**config.mk**
```make
export PLATFORM = sky130hd
export DESIGN_NAME = qco_sq_sum
export DESIGN_NICKNAME = d
export VERILOG_FILES = /design/src/design/qco_sq_sum.sv
export SDC_FILE = /design/constraint.sdc
export NUM_CORES = 1
export LEC_CHECK = 0
export BUFFER_PORTS_ARGS = -buffer_cell sky130_fd_sc_hd__buf_4
export CORE_MARGIN = 1.5
export CORE_UTILIZATION = 25
export DETAILED_ROUTE_END_ITERATION = 12
export SLEW_MARGIN = 25
export SYNTH_ARGS = -nofsm -noshare
export SYNTH_HDL_FRONTEND = slang
export SYNTH_SLANG_ARGS = --single-unit
```
**constraint.sdc**
```tcl
create_clock -name clk -period 13.2 [get_ports clk]
set_clock_uncertainty 0.2 [all_clocks]
set_input_delay 1.32 -clock clk [delete_from_list [all_inputs] [get_ports clk]]
set_output_delay 1.32 -clock clk [all_outputs]
set_load 0.05 [all_outputs]
```
**src/design/qco_sq_sum.sv**
```systemverilog
// registered sum of two squares of signed differences
// depends on nothing; instantiated by quad_corner_orderer
module qco_sq_sum #(
    parameter int DW = 13
) (
    input  logic                clk,
    input  logic                en,
    input  logic signed [DW-1:0] a,
    input  logic signed [DW-1:0] b,
    output logic [2*DW-2:0]     q
);

    logic signed [2*DW-1:0] pa;
    logic signed [2*DW-1:0] pb;
    logic [2*DW-1:0]        sum;
    logic [2*DW-2:0]        q_reg;

    assign pa  = a * a;
    assign pb  = b * b;
    // both terms are non-negative, the sum fits one bit less than the product width
    assign sum = $unsigned(pa) + $unsigned(pb);

    always_ff @(posedge clk)
    begin
        if (en)
        begin
            q_reg <= sum[2*DW-2:0];
        end
    end

    assign q = q_reg;

endmodule

```
==> flow_summary.toml <==
[outcome]
outcome = "complete, no violations"

[grt]
grt_pass1_vias = 8776
grt_pass1_wl_microns = 42500
gr-total-overflow = 0
grt.total_usage_pct = 10.6
grt_max_degree = 26
antenna_found_initial = 0

[critical_path]
crit_family = "adder cells"
critPathArrivalTime_ns = 7.44
crit_buf_inv = 4
cp_slowest_cell = "fa_1"
cp_max_fo = 16
worstPathCellList = "buf_4 -> nand2_1 -> fa_1 -> inv_1 -> fa_1 -> fa_1 -> fa_1 -> fa_1 -> fa_1 -> inv_1 -> fa_1 -> inv_1 -> ha_1 -> nand3_1 -> o41ai_2 -> o21ai_0 -> a31oi_1 -> xnor2_1"
endpoint_kind = "flop"
cp.required_ns = 13.01
setup.worst_path.start_class = "input pin"
path_class = "input pin to flop"
crit_top_cell = "fa_1"
cpPeakStageDelay_ns = 0.87

[yosys]
avgSynthCellArea_sq_um = 9.80
synth-seq-cells = 25
synthFlopType = "edfxtp_1"
yosysSeqAreaShare_pct = 6.14
syn_area_sq_mm = 0.0122
syn-num-nets = 1705
synth_edf_count = 25
synthDistinctLibCells = 50
postSynthCellCount = 1247
ys_warn_count = 0
async_flop_share_pct = 0

[cells_and_area]
areaGrowthSynthToFinish_pct = 9.24
nets = 1732
mostFrequentLayoutCell = "inv_1"
largest_reg_flops = 25
diodes = 0
layout_common_cells = "inv_1, fa_1, ha_1"
post_route_cells_drive_above_1_share_pct = 5.34
fillers = 5114

[clock_tree]
root_buffer = "clkbuf_16"
postCtsResizedCells = 0
post_cts_buffers = 0
cts_htree_levels = 1
cts_tree = "yes"
cts_sinks = 25
hold_buffers = 0
cts_made_buffers = 3
path_clk_slew_ns = 0.07
clockBufferDepth = 2

[timing]
final-setup-viol-count = 0
fin_crit_sh_pct = 57.8
fin_ws_ns = 5.57
hold_violations = 0
finalSetupTns_ns = 0
fin_crit_ns = 7.63
slew_headroom_pct = 61.4
slew_violations = 0
tightest_slew_ns = 0.578
rsz0062_at_grt = "no"
clock.fmax_mhz = 131

[job]
maxCapViolCount = 0

[floorplan]
fp-row-count = 80
start_util_pct = 25.4
ios = 53
core_area_sq_mm = 0.0480
die-area_sq_mm = 0.0502
die_w_microns = 224
die_y_microns = 224

[placed_design]
portBuffers = 52
hpwl_microns = 23300
pre_cts_ws_ns = 5.31
finalWeightedCongestion = 0.857

[drt]
ant_nets = 0
drt_iter0_markers = 341
drt-vias-per-instance = 4.14
wl_microns = 25100
drc = 0
vias = 7816
wl_per_cell_microns = 13.3
drtPass1Iterations = 4

[min_path]
hold_path_class = "input pin to flop"
## layer usage
layer / up-vias / wire [microns] / track usage (%) / share of wire [%]
li1: 3584 / - / - / -
met1: 4049 / 9920 / 13.0 / 39
met2: 157 / 13600 / 19.8 / 54
met3: 26 / 1150 / 1.61 / 4.6
met4: 0 / 449 / 1.79 / 1.8
met5: - / 0 / 0 / 0
## layout make-up
cell class	count	area (sq um)	area share (%)
sequential	25	751	5.62
clock buffer	3	75.1	0.562
tap	615	769	5.76
multi-input combinational	763	9750	73.0
clock inverter	1	7.51	0.0562
inverter	429	1610	12.1
timing repair buffer	52	390	2.92
## synthesized netlist by cell type (2+ instances only)
cell      instances  area share (%)
a211o_1           2            0.14
a21o_1            7            0.43
a21oi_1          13            0.53
a31oi_1           3            0.15
and2_1           58             3.0
clkbuf_1         30            0.92
edfxtp_1         25             6.1
fa_1            323              53
ha_1            107              11
inv_1           428              13
nand2_1          96             2.9
nand2b_1          9            0.46
nand3_1           4            0.16
nor2_1           39             1.2
nor2b_1           3            0.15
nor3_1            2           0.082
o21a_1            5            0.31
o21ai_0           9            0.37
o21bai_1          3            0.18
or2_2             3            0.15
xnor2_1          38             2.7
xor2_1           12            0.86
## through the flow
step	hold slack (ns)	std cells	cell area (sq um)	util, %
3_5_place_dp	1.57	1884	13300	27.6
6_report	1.28	1888	13400	27.8
5_1_grt	1.29	1888	13400	27.8
4_1_cts	1.28	1888	13400	27.8
3_3_place_gp	1.56	1884	13300	27.6
2_1_floorplan	1.23	1247	12200	-
## worst paths after layout
| check | end | startpoint | depth (start not counted) | slack (ns) |
|---|---|---|---|---|
| setup / recovery | q[24] | b[1] | 18 | 5.57 |
| hold / removal | q[10] | en | 1 | 1.28 |
## logic make-up after synthesis
family          Yosys count  synth area share, %
compound gates           58                 3.52
fa+ha+maj               430                 63.8
flops                    25                 6.14
mux                       2                0.174
buf+inv                 459                 14.1
other cells               1               0.0307
simple gates            222                 8.63
xor+xnor                 50                 3.58
Power is left out: the tool's default activity adds up to more than one toggle a clock period on the data nets, which glitch-free logic cannot reach.
